`config.mk`:
```
export PLATFORM = sky130hd
export DESIGN_NAME = rule_text_tokenizer
export DESIGN_NICKNAME = d
export VERILOG_FILES = /design/src/hdl/rtt_pkg.sv /design/src/hdl/rtt_front.sv /design/src/hdl/rtt_queue.sv /design/src/hdl/rtt_back.sv /design/src/hdl/rule_text_tokenizer.sv
export SDC_FILE = /design/constraint.sdc
export NUM_CORES = 1
export LEC_CHECK = 0
export ABC_AREA = 0
export BUFFER_PORTS_ARGS = -buffer_cell sky130_fd_sc_hd__buf_4
export CORE_MARGIN = 10
export CORE_UTILIZATION = 55
export CTS_CLUSTER_SIZE = 20
export DETAILED_ROUTE_END_ITERATION = 10
export GPL_ROUTABILITY_DRIVEN = 0
export PLACE_DENSITY_LB_ADDON = 0.08
export SYNTH_ARGS = -nofsm -noshare
export SYNTH_HDL_FRONTEND = slang
export SYNTH_SLANG_ARGS = --single-unit
export TNS_END_PERCENT = 20
```
`constraint.sdc`:
```
create_clock -name aclk -period 10.7 [get_ports aclk]
set_clock_uncertainty 0.15 [all_clocks]
set_input_delay 1.07 -clock aclk [delete_from_list [all_inputs] [get_ports aclk]]
set_output_delay 1.07 -clock aclk [all_outputs]
set_load 0.02 [all_outputs]
```
`src/hdl/rtt_pkg.sv`:
```
// shared types, codes and character classes of the rule text tokenizer
package rtt_pkg;

    localparam int OFFSET_BITS_DEF = 16;
    localparam int FIELD_W         = 16;
    localparam int RUN_MAX         = 3;
    localparam int RUN_CNT_W       = $clog2(RUN_MAX + 1);
    localparam int QUEUE_DEPTH     = 4;

    localparam logic [4:0] CODE_END    = 5'd0;
    localparam logic [4:0] CODE_IDENT  = 5'd1;
    localparam logic [4:0] CODE_NUMBER = 5'd2;
    localparam logic [4:0] CODE_STRING = 5'd3;
    localparam logic [4:0] CODE_LBRACE = 5'd4;
    localparam logic [4:0] CODE_RBRACE = 5'd5;
    localparam logic [4:0] CODE_LPAREN = 5'd6;
    localparam logic [4:0] CODE_RPAREN = 5'd7;
    localparam logic [4:0] CODE_COMMA  = 5'd8;
    localparam logic [4:0] CODE_EQUAL  = 5'd9;
    localparam logic [4:0] CODE_SEMI   = 5'd10;
    localparam logic [4:0] CODE_DOT    = 5'd11;
    localparam logic [4:0] CODE_PLUS   = 5'd12;
    localparam logic [4:0] CODE_MINUS  = 5'd13;
    localparam logic [4:0] CODE_STAR   = 5'd14;
    localparam logic [4:0] CODE_SLASH  = 5'd15;
    localparam logic [4:0] CODE_BYTE   = 5'd16;
    localparam logic [4:0] CODE_ERROR  = 5'd17;

    localparam logic [1:0] ERR_BAD_CHAR    = 2'd0;
    localparam logic [1:0] ERR_OPEN_STRING = 2'd1;
    localparam logic [1:0] ERR_OPEN_ESCAPE = 2'd2;
    localparam logic [1:0] ERR_TOO_LONG    = 2'd3;

    localparam logic [7:0] CH_TAB    = 8'h09;
    localparam logic [7:0] CH_LF     = 8'h0A;
    localparam logic [7:0] CH_CR     = 8'h0D;
    localparam logic [7:0] CH_SPACE  = 8'h20;
    localparam logic [7:0] CH_QUOTE  = 8'h22;
    localparam logic [7:0] CH_HASH   = 8'h23;
    localparam logic [7:0] CH_LPAREN = 8'h28;
    localparam logic [7:0] CH_RPAREN = 8'h29;
    localparam logic [7:0] CH_STAR   = 8'h2A;
    localparam logic [7:0] CH_PLUS   = 8'h2B;
    localparam logic [7:0] CH_COMMA  = 8'h2C;
    localparam logic [7:0] CH_MINUS  = 8'h2D;
    localparam logic [7:0] CH_DOT    = 8'h2E;
    localparam logic [7:0] CH_SLASH  = 8'h2F;
    localparam logic [7:0] CH_0      = 8'h30;
    localparam logic [7:0] CH_9      = 8'h39;
    localparam logic [7:0] CH_SEMI   = 8'h3B;
    localparam logic [7:0] CH_EQUAL  = 8'h3D;
    localparam logic [7:0] CH_UC_A   = 8'h41;
    localparam logic [7:0] CH_UC_Z   = 8'h5A;
    localparam logic [7:0] CH_BSLASH = 8'h5C;
    localparam logic [7:0] CH_UNDER  = 8'h5F;
    localparam logic [7:0] CH_LC_A   = 8'h61;
    localparam logic [7:0] CH_LC_N   = 8'h6E;
    localparam logic [7:0] CH_LC_R   = 8'h72;
    localparam logic [7:0] CH_LC_T   = 8'h74;
    localparam logic [7:0] CH_LC_Z   = 8'h7A;
    localparam logic [7:0] CH_LBRACE = 8'h7B;
    localparam logic [7:0] CH_RBRACE = 8'h7D;

    typedef struct packed {
        logic [4:0]         code;
        logic [FIELD_W-1:0] offset;
        logic [FIELD_W-1:0] length;
        logic [7:0]         value_byte;
        logic [1:0]         error_kind;
    } rtt_result_t;

    typedef struct packed {
        rtt_result_t [RUN_MAX-1:0] item;
        logic [RUN_CNT_W-1:0]      count;
    } rtt_run_t;

    function automatic logic is_digit(input logic [7:0] c);
        return (c >= CH_0) && (c <= CH_9);
    endfunction

    function automatic logic is_alpha(input logic [7:0] c);
        return ((c >= CH_LC_A) && (c <= CH_LC_Z)) || ((c >= CH_UC_A) && (c <= CH_UC_Z));
    endfunction

    function automatic logic is_space(input logic [7:0] c);
        return (c == CH_SPACE) || ((c >= CH_TAB) && (c <= CH_CR));
    endfunction

    // CODE_END when the byte is no single-byte punctuation
    function automatic logic [4:0] punct_code(input logic [7:0] c);
        logic [4:0] p;
        unique case (c)
            CH_LBRACE: p = CODE_LBRACE;
            CH_RBRACE: p = CODE_RBRACE;
            CH_LPAREN: p = CODE_LPAREN;
            CH_RPAREN: p = CODE_RPAREN;
            CH_COMMA:  p = CODE_COMMA;
            CH_EQUAL:  p = CODE_EQUAL;
            CH_SEMI:   p = CODE_SEMI;
            CH_DOT:    p = CODE_DOT;
            CH_PLUS:   p = CODE_PLUS;
            CH_STAR:   p = CODE_STAR;
            default:   p = CODE_END;
        endcase
        return p;
    endfunction

    function automatic logic [7:0] unescape(input logic [7:0] c);
        logic [7:0] d;
        unique case (c)
            CH_LC_N: d = CH_LF;
            CH_LC_T: d = CH_TAB;
            CH_LC_R: d = CH_CR;
            default: d = c;
        endcase
        return d;
    endfunction

    function automatic rtt_result_t make_result(
        input logic [4:0]         code,
        input logic [FIELD_W-1:0] offset,
        input logic [FIELD_W-1:0] length,
        input logic [7:0]         value_byte,
        input logic [1:0]         error_kind
    );
        rtt_result_t r;
        r.code       = code;
        r.offset     = offset;
        r.length     = length;
        r.value_byte = value_byte;
        r.error_kind = error_kind;
        return r;
    endfunction

endpackage

```
`src/hdl/rtt_front.sv`:
```
// front end: lexer state and classification of each byte into a run of results
module rtt_front import rtt_pkg::*; #(
    parameter int OFFSET_BITS = OFFSET_BITS_DEF
) (
    input  logic       aclk,
    input  logic       aresetn,
    input  logic       in_take,
    input  logic [7:0] character,
    input  logic       has_character,
    input  logic       end_of_text,
    output logic       run_push,
    output rtt_run_t   run
);

    localparam logic [3:0] M_IDLE    = 4'd0;
    localparam logic [3:0] M_COMMENT = 4'd1;
    localparam logic [3:0] M_MINUS   = 4'd2;
    localparam logic [3:0] M_SLASH   = 4'd3;
    localparam logic [3:0] M_IDENT   = 4'd4;
    localparam logic [3:0] M_INT     = 4'd5;
    localparam logic [3:0] M_FRAC    = 4'd6;
    localparam logic [3:0] M_STR     = 4'd7;
    localparam logic [3:0] M_ESC     = 4'd8;
    localparam logic [3:0] M_ERROR   = 4'd9;

    localparam logic [OFFSET_BITS-1:0] MAX_OFF = '1;
    localparam logic [FIELD_W-1:0]     ONE_LEN = FIELD_W'(1);
    localparam logic [FIELD_W-1:0]     NO_LEN  = '0;

    logic [3:0]             mode_reg, mode_next, mode_mid;
    logic [OFFSET_BITS-1:0] pos_reg, pos_next, pos_mid;
    logic [OFFSET_BITS-1:0] ts_reg, ts_next, ts_mid;
    logic [OFFSET_BITS-1:0] tc_reg, tc_next, tc_mid;
    logic                   restart;
    logic [4:0]             pcode;
    logic [3:0]             cand_v;
    rtt_result_t [3:0]      cand;
    logic [RUN_CNT_W-1:0]   n;

    assign pcode = punct_code(character);

    always_comb begin
        mode_mid = mode_reg;
        pos_mid  = pos_reg;
        ts_mid   = ts_reg;
        tc_mid   = tc_reg;
        restart  = 1'b0;
        cand_v   = '0;
        cand     = '0;

        // byte of the item
        if (has_character && (mode_reg != M_ERROR)) begin
            if (pos_reg == MAX_OFF) begin
                cand_v[0] = 1'b1;
                cand[0]   = make_result(CODE_ERROR, FIELD_W'(pos_reg), NO_LEN, 8'd0,
                                        ERR_TOO_LONG);
                mode_mid  = M_ERROR;
            end else begin
                pos_mid = pos_reg + 1'b1;
                unique case (mode_reg)
                    M_COMMENT: begin
                        if (character == CH_LF) begin
                            mode_mid = M_IDLE;
                        end
                    end
                    M_MINUS: begin
                        if (is_digit(character)) begin
                            mode_mid = M_INT;
                        end else begin
                            cand_v[0] = 1'b1;
                            cand[0]   = make_result(CODE_MINUS, FIELD_W'(ts_reg), ONE_LEN,
                                                    8'd0, ERR_BAD_CHAR);
                            restart   = 1'b1;
                        end
                    end
                    M_SLASH: begin
                        if (character == CH_SLASH) begin
                            mode_mid = M_COMMENT;
                        end else begin
                            cand_v[0] = 1'b1;
                            cand[0]   = make_result(CODE_SLASH, FIELD_W'(ts_reg), ONE_LEN,
                                                    8'd0, ERR_BAD_CHAR);
                            restart   = 1'b1;
                        end
                    end
                    M_IDENT: begin
                        if (!(is_alpha(character) || is_digit(character) ||
                              (character == CH_UNDER) || (character == CH_MINUS))) begin
                            cand_v[0] = 1'b1;
                            cand[0]   = make_result(CODE_IDENT, FIELD_W'(ts_reg),
                                                    FIELD_W'(pos_reg - ts_reg), 8'd0,
                                                    ERR_BAD_CHAR);
                            restart   = 1'b1;
                        end
                    end
                    M_INT: begin
                        if (character == CH_DOT) begin
                            mode_mid = M_FRAC;
                        end else if (!is_digit(character)) begin
                            cand_v[0] = 1'b1;
                            cand[0]   = make_result(CODE_NUMBER, FIELD_W'(ts_reg),
                                                    FIELD_W'(pos_reg - ts_reg), 8'd0,
                                                    ERR_BAD_CHAR);
                            restart   = 1'b1;
                        end
                    end
                    M_FRAC: begin
                        if (!is_digit(character)) begin
                            cand_v[0] = 1'b1;
                            cand[0]   = make_result(CODE_NUMBER, FIELD_W'(ts_reg),
                                                    FIELD_W'(pos_reg - ts_reg), 8'd0,
                                                    ERR_BAD_CHAR);
                            restart   = 1'b1;
                        end
                    end
                    M_STR: begin
                        priority if (character == CH_QUOTE) begin
                            cand_v[0] = 1'b1;
                            cand[0]   = make_result(CODE_STRING, FIELD_W'(ts_reg),
                                                    FIELD_W'(tc_reg), 8'd0, ERR_BAD_CHAR);
                            mode_mid  = M_IDLE;
                        end else if (character == CH_BSLASH) begin
                            mode_mid = M_ESC;
                        end else begin
                            tc_mid    = tc_reg + 1'b1;
                            cand_v[0] = 1'b1;
                            cand[0]   = make_result(CODE_BYTE, FIELD_W'(ts_reg),
                                                    FIELD_W'(tc_mid), character, ERR_BAD_CHAR);
                        end
                    end
                    M_ESC: begin
                        tc_mid    = tc_reg + 1'b1;
                        cand_v[0] = 1'b1;
                        cand[0]   = make_result(CODE_BYTE, FIELD_W'(ts_reg), FIELD_W'(tc_mid),
                                                unescape(character), ERR_BAD_CHAR);
                        mode_mid  = M_STR;
                    end
                    M_ERROR: begin
                    end
                    default: begin
                        restart = 1'b1;
                    end
                endcase

                // byte opens a new token
                if (restart) begin
                    mode_mid = M_IDLE;
                    priority if (is_space(character)) begin
                    end else if (pcode != CODE_END) begin
                        cand_v[1] = 1'b1;
                        cand[1]   = make_result(pcode, FIELD_W'(pos_reg), ONE_LEN, 8'd0,
                                                ERR_BAD_CHAR);
                    end else begin
                        ts_mid = pos_reg;
                        priority if (character == CH_HASH) begin
                            mode_mid = M_COMMENT;
                        end else if (character == CH_SLASH) begin
                            mode_mid = M_SLASH;
                        end else if (character == CH_MINUS) begin
                            mode_mid = M_MINUS;
                        end else if (character == CH_QUOTE) begin
                            mode_mid = M_STR;
                            tc_mid   = '0;
                        end else if (is_alpha(character) || (character == CH_UNDER)) begin
                            mode_mid = M_IDENT;
                        end else if (is_digit(character)) begin
                            mode_mid = M_INT;
                        end else begin
                            cand_v[1] = 1'b1;
                            cand[1]   = make_result(CODE_ERROR, FIELD_W'(pos_reg), NO_LEN,
                                                    8'd0, ERR_BAD_CHAR);
                            mode_mid  = M_ERROR;
                        end
                    end
                end
            end
        end

        // end of text
        if (end_of_text) begin
            unique case (mode_mid)
                M_MINUS: begin
                    cand_v[2] = 1'b1;
                    cand[2]   = make_result(CODE_MINUS, FIELD_W'(ts_mid), ONE_LEN, 8'd0,
                                            ERR_BAD_CHAR);
                end
                M_SLASH: begin
                    cand_v[2] = 1'b1;
                    cand[2]   = make_result(CODE_SLASH, FIELD_W'(ts_mid), ONE_LEN, 8'd0,
                                            ERR_BAD_CHAR);
                end
                M_IDENT: begin
                    cand_v[2] = 1'b1;
                    cand[2]   = make_result(CODE_IDENT, FIELD_W'(ts_mid),
                                            FIELD_W'(pos_mid - ts_mid), 8'd0, ERR_BAD_CHAR);
                end
                M_INT, M_FRAC: begin
                    cand_v[2] = 1'b1;
                    cand[2]   = make_result(CODE_NUMBER, FIELD_W'(ts_mid),
                                            FIELD_W'(pos_mid - ts_mid), 8'd0, ERR_BAD_CHAR);
                end
                M_STR: begin
                    cand_v[2] = 1'b1;
                    cand[2]   = make_result(CODE_ERROR, FIELD_W'(ts_mid), NO_LEN, 8'd0,
                                            ERR_OPEN_STRING);
                end
                M_ESC: begin
                    cand_v[2] = 1'b1;
                    cand[2]   = make_result(CODE_ERROR, FIELD_W'(ts_mid), NO_LEN, 8'd0,
                                            ERR_OPEN_ESCAPE);
                end
                default: begin
                end
            endcase
            if ((mode_mid != M_ERROR) && (mode_mid != M_STR) && (mode_mid != M_ESC)) begin
                cand_v[3] = 1'b1;
                cand[3]   = make_result(CODE_END, FIELD_W'(pos_mid), NO_LEN, 8'd0,
                                        ERR_BAD_CHAR);
            end
            mode_next = M_IDLE;
            pos_next  = '0;
            ts_next   = '0;
            tc_next   = '0;
        end else begin
            mode_next = mode_mid;
            pos_next  = pos_mid;
            ts_next   = ts_mid;
            tc_next   = tc_mid;
        end

        // pack the results in order, at most three per byte
        n   = '0;
        run = '0;
        for (int i = 0; i < 4; i++) begin
            if (cand_v[i]) begin
                run.item[n] = cand[i];
                n           = n + 1'b1;
            end
        end
        run.count = n;
    end

    assign run_push = in_take && (n != '0);

    always_ff @(posedge aclk) begin
        if (!aresetn) begin
            mode_reg <= M_IDLE;
            pos_reg  <= '0;
            ts_reg   <= '0;
            tc_reg   <= '0;
        end else if (in_take) begin
            mode_reg <= mode_next;
            pos_reg  <= pos_next;
            ts_reg   <= ts_next;
            tc_reg   <= tc_next;
        end
    end

endmodule

```
`src/hdl/rtt_queue.sv`:
```
// short queue of result runs between front and back end
module rtt_queue import rtt_pkg::*; (
    input  logic     aclk,
    input  logic     aresetn,
    input  logic     push,
    input  rtt_run_t push_data,
    output logic     full,
    input  logic     pop,
    output rtt_run_t pop_data,
    output logic     empty
);

    localparam int PTR_W = $clog2(QUEUE_DEPTH);
    localparam logic [PTR_W:0] DEPTH_CNT = (PTR_W + 1)'(QUEUE_DEPTH);

    rtt_run_t         slot_reg [QUEUE_DEPTH];
    logic [PTR_W-1:0] wr_ptr_reg, rd_ptr_reg;
    logic [PTR_W:0]   fill_reg, fill_next;

    assign full     = (fill_reg == DEPTH_CNT);
    assign empty    = (fill_reg == '0);
    assign pop_data = slot_reg[rd_ptr_reg];

    always_comb begin
        fill_next = fill_reg;
        if (push && !pop) begin
            fill_next = fill_reg + 1'b1;
        end else if (pop && !push) begin
            fill_next = fill_reg - 1'b1;
        end
    end

    always_ff @(posedge aclk) begin
        if (!aresetn) begin
            wr_ptr_reg <= '0;
            rd_ptr_reg <= '0;
            fill_reg   <= '0;
        end else begin
            fill_reg <= fill_next;
            if (push) begin
                wr_ptr_reg <= wr_ptr_reg + 1'b1;
            end
            if (pop) begin
                rd_ptr_reg <= rd_ptr_reg + 1'b1;
            end
        end
    end

    always_ff @(posedge aclk) begin
        if (push) begin
            slot_reg[wr_ptr_reg] <= push_data;
        end
    end

endmodule

```
`src/hdl/rtt_back.sv`:
```
// back end: output register that hands out the results of a run one at a time
module rtt_back import rtt_pkg::*; (
    input  logic               aclk,
    input  logic               aresetn,
    input  rtt_run_t           run,
    input  logic               run_empty,
    output logic               run_pop,
    output logic               m_valid,
    input  logic               m_ready,
    output logic [4:0]         m_code,
    output logic [FIELD_W-1:0] m_offset,
    output logic [FIELD_W-1:0] m_length,
    output logic [7:0]         m_value_byte,
    output logic [1:0]         m_error_kind,
    output logic               m_last_of_run
);

    rtt_run_t             cur_reg;
    logic [RUN_CNT_W-1:0] idx_reg;
    logic                 valid_reg;
    logic                 last;
    logic                 done;
    rtt_result_t          sel;

    assign last    = (idx_reg == (cur_reg.count - 1'b1));
    assign done    = valid_reg && m_ready && last;
    assign run_pop = !run_empty && (!valid_reg || done);
    assign sel     = cur_reg.item[idx_reg];

    assign m_valid       = valid_reg;
    assign m_code        = sel.code;
    assign m_offset      = sel.offset;
    assign m_length      = sel.length;
    assign m_value_byte  = sel.value_byte;
    assign m_error_kind  = sel.error_kind;
    assign m_last_of_run = last;

    always_ff @(posedge aclk) begin
        if (!aresetn) begin
            valid_reg <= 1'b0;
            idx_reg   <= '0;
        end else if (run_pop) begin
            valid_reg <= 1'b1;
            idx_reg   <= '0;
        end else if (done) begin
            valid_reg <= 1'b0;
        end else if (valid_reg && m_ready) begin
            idx_reg <= idx_reg + 1'b1;
        end
    end

    always_ff @(posedge aclk) begin
        if (run_pop) begin
            cur_reg <= run;
        end
    end

endmodule

```
`src/hdl/rule_text_tokenizer.sv`:
```
// top level of the rule text tokenizer
//
// s_ channel: one byte of rule text per request (s_character with s_has_character),
// s_end_of_text closes the text after the byte of the same request.
// m_ channel: one token, decoded string byte, end marker or error per request;
// m_last_of_run marks the last result caused by one input byte.
// path: with the output idle, the results of an accepted byte are written to the queue
// and then loaded into the output register, which raises m_valid for the first of them.
// throughput: one byte per cycle while each byte gives at most one result and the
// receiver does not stall; a byte with more results holds the output for each one,
// and the front keeps taking bytes until its four-run queue is full.
// reset: lexer returns to idle with offset zero, queue and output register empty.
// when the receiver stalls the result holds, the queue fills, then s_ready falls.
// after an error the rest of the text is swallowed up to end of text.
module rule_text_tokenizer import rtt_pkg::*; #(
    parameter int OFFSET_BITS = OFFSET_BITS_DEF
) (
    input  logic               aclk,
    input  logic               aresetn,
    input  logic               s_valid,
    output logic               s_ready,
    input  logic [7:0]         s_character,
    input  logic               s_has_character,
    input  logic               s_end_of_text,
    output logic               m_valid,
    input  logic               m_ready,
    output logic [4:0]         m_code,
    output logic [FIELD_W-1:0] m_offset,
    output logic [FIELD_W-1:0] m_length,
    output logic [7:0]         m_value_byte,
    output logic [1:0]         m_error_kind,
    output logic               m_last_of_run
);

    logic     q_full, q_empty, q_push, q_pop;
    logic     take;
    rtt_run_t front_run, back_run;

    assign s_ready = !q_full;
    assign take    = s_valid && s_ready;

    rtt_front #(
        .OFFSET_BITS(OFFSET_BITS)
    ) u_front (
        .aclk         (aclk),
        .aresetn      (aresetn),
        .in_take      (take),
        .character    (s_character),
        .has_character(s_has_character),
        .end_of_text  (s_end_of_text),
        .run_push     (q_push),
        .run          (front_run)
    );

    rtt_queue u_queue (
        .aclk     (aclk),
        .aresetn  (aresetn),
        .push     (q_push),
        .push_data(front_run),
        .full     (q_full),
        .pop      (q_pop),
        .pop_data (back_run),
        .empty    (q_empty)
    );

    rtt_back u_back (
        .aclk         (aclk),
        .aresetn      (aresetn),
        .run          (back_run),
        .run_empty    (q_empty),
        .run_pop      (q_pop),
        .m_valid      (m_valid),
        .m_ready      (m_ready),
        .m_code       (m_code),
        .m_offset     (m_offset),
        .m_length     (m_length),
        .m_value_byte (m_value_byte),
        .m_error_kind (m_error_kind),
        .m_last_of_run(m_last_of_run)
    );

`ifndef ASSERT_OFF
    a_no_push_full: assert property (@(posedge aclk) disable iff (!aresetn)
        q_full |-> !q_push)
        else $error("run pushed into a full queue");

    a_error_last: assert property (@(posedge aclk) disable iff (!aresetn)
        (m_valid && (m_code == CODE_ERROR)) |-> m_last_of_run)
        else $error("result follows an error in the same run");

    a_end_last: assert property (@(posedge aclk) disable iff (!aresetn)
        (m_valid && (m_code == CODE_END)) |-> m_last_of_run)
        else $error("result follows end of text in the same run");

    a_value_only_bytes: assert property (@(posedge aclk) disable iff (!aresetn)
        (m_valid && (m_code != CODE_BYTE)) |-> (m_value_byte == 8'd0))
        else $error("value byte set on a result that is no string byte");
`endif

endmodule
```
Word-level counts from Yosys, hierarchy flattened
Memory sizes are Yosys's and may differ from the RTL's. A register that Yosys moved wholly into a read port is not among the register bits.
Cells that the tools add are included.
Storage, ports and cells
  register bits after elaboration: 62
  bits in writable memories: 572
  output and inout port bits: 50
  memories kept: 1
Memory list
  u_queue.slot_reg: words 4, bits a word 143, read ports 1, clocked after memory_dff 1, write ports 1, RTL line rtt_queue.sv:16  | rtt_run_t slot_reg [QUEUE_DEPTH];
Operators by class
  $add $sub $neg: 13
  magnitude comparators: 15
  equal/unequal tests: 45
  mux-type cells: 115
  bitwise logic cells: 2
  reduce and logical (&&, ||, !) cells: 42
Operator list (number)
  two-way mux 47 bit: 19
  bitwise mux 141 bit: 3
  two-way mux 141 bit: 3
  two-way mux 16 bit: 21
  one-hot mux 47 bit (7 select lines): 1
  demux 47 bit (select 2 bit): 3
  one-hot mux 47 bit (6 select lines): 1
  two-way mux 94 bit: 2
  equality test 8 x 6 -> 1 bit (second input constant): 13
  binary-select mux 47 bit (select 2 bit): 1
  two-way mux 46 bit: 2
  two-way mux 4 bit: 18
  equality test 8 x 7 -> 1 bit (second input constant): 7
  two-way mux 44 bit: 1
  two-way mux 43 bit: 1
  two-way mux 42 bit: 1
  one-hot mux 4 bit (10 select lines): 1
  adder 16 x 1 -> 16 bit (second input constant): 2
  equality test 4 x 3 -> 1 bit (second input constant): 8
  one-hot mux 16 bit (2 select lines): 1
  subtractor 16 bit: 2
  two-way mux 1 bit: 25
  one-hot mux 4 bit (6 select lines): 1
  one-hot mux 8 bit (3 select lines): 1
  other kinds (41): 94

Depth between registers and ports, before layout
  depth in word-level cells: 28
  mapped depth: 23
  depth with buffers taken out: 20

Cells and area by module
Synthesis repeated with hierarchy kept, for this count alone.
Unflattened totals
  cells, all modules: 2308
  area, all modules: 34499.3 um2
Modules (own cells, without submodules)
  rtt_queue: times used 1, cells an instance 790, area each 21050.2 um2, sequential area each 17356.6 um2
  rtt_front: times used 1, cells an instance 1189, area each 7912.6 um2, sequential area each 1041.0 um2
  rtt_back: times used 1, cells an instance 327, area each 5526.6 um2, sequential area each 4354.2 um2
  rule_text_tokenizer: times used 1, cells an instance 2, area each 10.0 um2, sequential area each 0.0 um2

Worst setup path before layout
OpenSTA, ideal clock, no wires.
  kind: input port to flip-flop
  start point: in s_character[5]
  end point: mem u_queue.slot_reg[0][0] in the netlist's numbering (enable)
  setup time: 500 ps
  arrival: 7541 ps
  setup slack: 2509 ps
  stages: 18
  path through: buf_2 -> or4b_4 -> buf_2 -> nor2_1 -> a21o_1 -> o211a_2 -> mux2_2 -> a211oi_4 -> and3_1 -> buf_4 -> o21a_4 -> buf_6 -> xnor2_1 -> inv_1 -> ha_1 -> and3_4 -> o211ai_4 -> and2_1
Between the ends
  cells in the longest elaborated chain, start to end: 25
Ends and longest elaborated chain
  start: declaration: RTL line rule_text_tokenizer.sv:22  | input logic [7:0] s_character,
  >= comparator 8 x 7 -> 1 bit / less-or-equal comparator 8 x 7 -> 1 bit (equally long branches): RTL line rtt_pkg.sv:82  | return ((c >= CH_LC_A) && (c <= CH_LC_Z)) || ((c >= CH_UC_A) && (c <= CH_UC_Z));
  logical AND 1 bit: RTL line rtt_pkg.sv:82
  logical OR 1 bit: RTL line rtt_pkg.sv:82
  logical OR 1 bit: RTL line rtt_front.sv:164  | end else if (is_alpha(character) || (character == CH_UNDER)) begin
  two-way mux 4 bit: RTL line rtt_front.sv:164
  two-way mux 4 bit: RTL line rtt_front.sv:161  | end else if (character == CH_QUOTE) begin
  two-way mux 4 bit: RTL line rtt_front.sv:159  | end else if (character == CH_MINUS) begin
  two-way mux 4 bit: RTL line rtt_front.sv:157  | end else if (character == CH_SLASH) begin
  (+10 left out)
  two-way mux 2 bit: RTL line rtt_front.sv:235  | if (cand_v[i]) begin
  adder 2 x 1 -> 2 bit: RTL line rtt_front.sv:237  | n = n + 1'b1;
  two-way mux 2 bit (*): RTL line rtt_front.sv:235
  nonzero test 2 bit (*): RTL line rtt_front.sv:243  | assign run_push = in_take && (n != '0);
  logical AND 1 bit (*): RTL line rtt_front.sv:243
  via q_push: RTL line rule_text_tokenizer.sv:35  | logic q_full, q_empty, q_push, q_pop;
  two-way mux 1 bit (*): RTL line rtt_queue.sv:50  | if (push) begin
  two-way mux 1 bit (not written as such) (*): RTL line rtt_queue.sv:51  | slot_reg[wr_ptr_reg] <= push_data;
  end: declaration: RTL line rtt_queue.sv:16
The timed path passes the listed nets; every way through them passes the cells marked *. The select of a mux whose other input is x is not followed.

==> metrics.cfg <==
[status]
outcome=completed

[route]
drc_markers=0
drt-vias-per-instance=6.22
drt_first_iter_violations=2071
detail-route-antenna-nets=0
detail_route.wl_per_cell_um=24.6
detailroute.via_count=18400
finalWirelength_mm=72.9
total_iterations_of_the_first_detailed_routing_run=6

[grt]
grt_max_degree=76
antenna_found_initial=0
grt_usage=0.222
grt_pass1_vias=18600
grt_pass1_wl_mm=113
globalRouteOverflowTotal=0

[layout]
max_reg_flops=504
drive_gt1_frac=0.163
post-route-cell-area_um2=34200
register_area_um2=20200
areaGrowthSynthToFinish_pct=11.0
fill_cells=4190
area_of_combinational_cells_with_multiple_inputs_um2=9940
antenna_cells_inserted=0
num-nets-final=2217

[power_and_ir_drop]
totalPowerFinal_mw=7.61
pwr_density_cell_nw_per_um2=223
vdd.ir_drop.worst_v=0.000337
leakage_nw=11.3

[synth]
post_synth_instance_area_um2=30800
post-synth-top-area-fraction=0.614
share_of_synthesized_area_occupied_by_flip_flops_and_latches=0.655
synth_cell_types=86
largest_area_contributor_in_the_netlist=sky130_fd_sc_hd__edfxtp_1
synthesis.instances=2116
synth-async-reset-ratio=0
ys_top_cells_by_area=sky130_fd_sc_hd__edfxtp_1 (61%), sky130_fd_sc_hd__mux4_2 (9.2%), sky130_fd_sc_hd__dfxtp_1 (4.0%)
synth.avg_cell_area_um2=14.6
synth_seq_cells=692
mappedNetlistNets=2179
ys_warn_count=0
synth-edff-count=630
synthFlopType=sky130_fd_sc_hd__edfxtp_1
ys_top_cells_by_count=sky130_fd_sc_hd__edfxtp_1 (630), sky130_fd_sc_hd__nand2_1 (181), sky130_fd_sc_hd__o21ai_0 (151), sky130_fd_sc_hd__mux4_2 (126), sky130_fd_sc_hd__nor2_1 (125)
synthMostInstantiatedCell=sky130_fd_sc_hd__edfxtp_1

[timing]
fin_crit_sh=0.626
rsz0062_at_grt=no
slew_headroom=0.140
fin_hold_ws_ns=0.354
totalNegativeSetupSlack_ns=0
time_the_final_worst_path_needs_with_i_o_delays_and_setup_ns=6.70
hold_violations=0
worst_slew_pin_slew_ns=1.28
final-max-slew-violation-count=0
fmax_mhz=149
setup-violations-final=0

[placement]
dpl.hpwl_mm=46.1
post_dp_cell_area_um2=31900
port-buffer-count=63

[clock_tree]
cts-resized-gates=0
clk_latency_ns=0.62
clock_h_tree_levels=3
cts_buffers=71
path_clk_slew_ns=0.06
cts_tree=built
root_buffer=sky130_fd_sc_hd__clkbuf_16
cts.sink_count=692
cts_buffer_depth=3
cts_setup_buffers=0
cts_hold_repair.buffers=0

[critical_path]
worst_ep_required_time_ns=10.88
crit-reg2reg-launch=u_front.pos_reg[1]$_SDFFE_PN0P_
reg2regPathDepth=15
worstPathMaxFanout=29
worstReg2RegEnd=u_queue.slot_reg[0][81]$_DFFE_PP_
data_arrival_time_at_the_worst_slack_endpoint_ns=6.88
cp_capture_type=register
path_class=reg2reg
reg2reg_slack_ns=4.00
worst_setup_path_start_kind=register

[die]
top_level_port_count=64
die_height_um=257
floorplan.initialDensity=0.557
floorplan.die.width_um=257
die_ar_um2=65900
fp.coreArea_um2=55300
fp-row-count=86

[hold_path]
hold_start=u_queue.wr_ptr_reg[0]$_SDFFE_PN0P_
timing.hold.worst.class=reg2reg
holdPathStages=2
holdPathEnd=u_queue.wr_ptr_reg[0]$_SDFFE_PN0P_

[job]
drv_cap=0

-- where the power goes --
part	switching (mW)	internal, mW
registers	0.168	3.50
logic	0.915	0.625
clock network	1.00	1.40
total	2.09	5.52
-- critical path, cell delays in order (launching register included) --
cell,delay (ns)
sky130_fd_sc_hd__dfxtp_1,0.73
sky130_fd_sc_hd__ha_1,0.45
sky130_fd_sc_hd__nand3_1,0.10
sky130_fd_sc_hd__or4_1,0.52
sky130_fd_sc_hd__nand2_1,0.50
sky130_fd_sc_hd__o21ai_0,0.39
sky130_fd_sc_hd__a211oi_4,0.37
sky130_fd_sc_hd__and3_1,0.36
sky130_fd_sc_hd__o21a_4,0.30
sky130_fd_sc_hd__xnor2_1,0.24
sky130_fd_sc_hd__inv_1,0.09
sky130_fd_sc_hd__ha_1,0.20
sky130_fd_sc_hd__nand2_1,0.78
sky130_fd_sc_hd__nand3_2,0.57
sky130_fd_sc_hd__or3_1,0.48
sky130_fd_sc_hd__o311ai_1,0.15
-- worst max path at each step --
| stage | slack [ns] | cells past startpoint | end | startpoint |
|---|---|---|---|---|
| 2_1_floorplan | 2.51 | 18 | u_queue.slot_reg[0][0]$_DFFE_PP_ | s_character[5] |
| 3_3_place_gp | 3.78 | 16 | u_queue.slot_reg[1][28]$_DFFE_PP_ | s_character[4] |
| 3_5_place_dp | 3.64 | 16 | u_queue.slot_reg[2][28]$_DFFE_PP_ | s_character[4] |
| 4_1_cts | 4.13 | 16 | u_queue.slot_reg[2][81]$_DFFE_PP_ | u_front.pos_reg[1]$_SDFFE_PN0P_ |
| 5_1_grt | 3.66 | 15 | u_queue.slot_reg[3][128]$_DFFE_PP_ | u_front.pos_reg[1]$_SDFFE_PN0P_ |
| 6_report | 4.00 | 15 | u_queue.slot_reg[0][81]$_DFFE_PP_ | u_front.pos_reg[1]$_SDFFE_PN0P_ |
-- layout make-up --
cell class / instances / area share
multi-input cells: 1246 / 0.291
flip-flops and latches: 692 / 0.590
clock buffers: 90 / 0.0559
repair buffers: 86 / 0.0189
well taps: 748 / 0.0274
clock inverters: 40 / 0.0110
inverters: 57 / 0.00640
-- per-stage QoR --
step	util	worst slack, ns	instances
after detailed placement	0.577	3.64	2829
after global placement	0.577	3.78	2829
after floorplan	-	2.51	2116
final	0.618	4.00	2959
after CTS	0.618	4.13	2959
after global routing	0.618	3.66	2959
-- placed cells by master (no fill, tap or decap), types with 6 or more instances in the layout --
cell type and n:
sky130_fd_sc_hd__a21boi_0 14, sky130_fd_sc_hd__dfxtp_1 58, sky130_fd_sc_hd__nand2_1 181, sky130_fd_sc_hd__xnor2_1 30, sky130_fd_sc_hd__nand3b_1 6, sky130_fd_sc_hd__nor2b_1 39
sky130_fd_sc_hd__clkinv_2 13, sky130_fd_sc_hd__a21o_1 8, sky130_fd_sc_hd__nor2_1 125, sky130_fd_sc_hd__nor3_1 21, sky130_fd_sc_hd__a221oi_1 18, sky130_fd_sc_hd__nand4_1 13
sky130_fd_sc_hd__edfxtp_1 630, sky130_fd_sc_hd__ha_1 46, sky130_fd_sc_hd__and3_1 17, sky130_fd_sc_hd__inv_1 56, sky130_fd_sc_hd__xor2_1 23, sky130_fd_sc_hd__nand3_1 32
sky130_fd_sc_hd__a31oi_1 13, sky130_fd_sc_hd__o21ai_0 151, sky130_fd_sc_hd__a21oi_1 67, sky130_fd_sc_hd__clkbuf_16 73, sky130_fd_sc_hd__buf_4 86, sky130_fd_sc_hd__a22oi_1 29
sky130_fd_sc_hd__or3_1 11, sky130_fd_sc_hd__clkinv_1 13, sky130_fd_sc_hd__mux2i_1 72, sky130_fd_sc_hd__o22ai_1 48, sky130_fd_sc_hd__nand2b_1 6, sky130_fd_sc_hd__o211ai_1 10
sky130_fd_sc_hd__clkbuf_1 15, sky130_fd_sc_hd__and2_1 35, sky130_fd_sc_hd__mux4_2 126
-- cell families (layout without fill, tap and decap cells) --
| kind of cell | Yosys count | count (layout) | synth area share |
|---|---|---|---|
| DFF | 692 | 692 | 0.655 |
| and+or+nand+nor | 533 | 533 | 0.0857 |
| AOI/OAI and AO/OA | 409 | 409 | 0.0838 |
| muxes | 202 | 202 | 0.117 |
| buffers and inverters | 178 | 273 | 0.0232 |
| xor gates and xnor gates | 53 | 53 | 0.0151 |
| adders and majority gates | 49 | 49 | 0.0206 |
-- routing by layer --
layer | part of all wire | GRT usage
met1 | 0.43 | 0.308
met2 | 0.48 | 0.356
met3 | 0.071 | 0.0381
met4 | 0.022 | 0.0677
met5 | 0 | 0
Power figures use the tool's default switching activity.
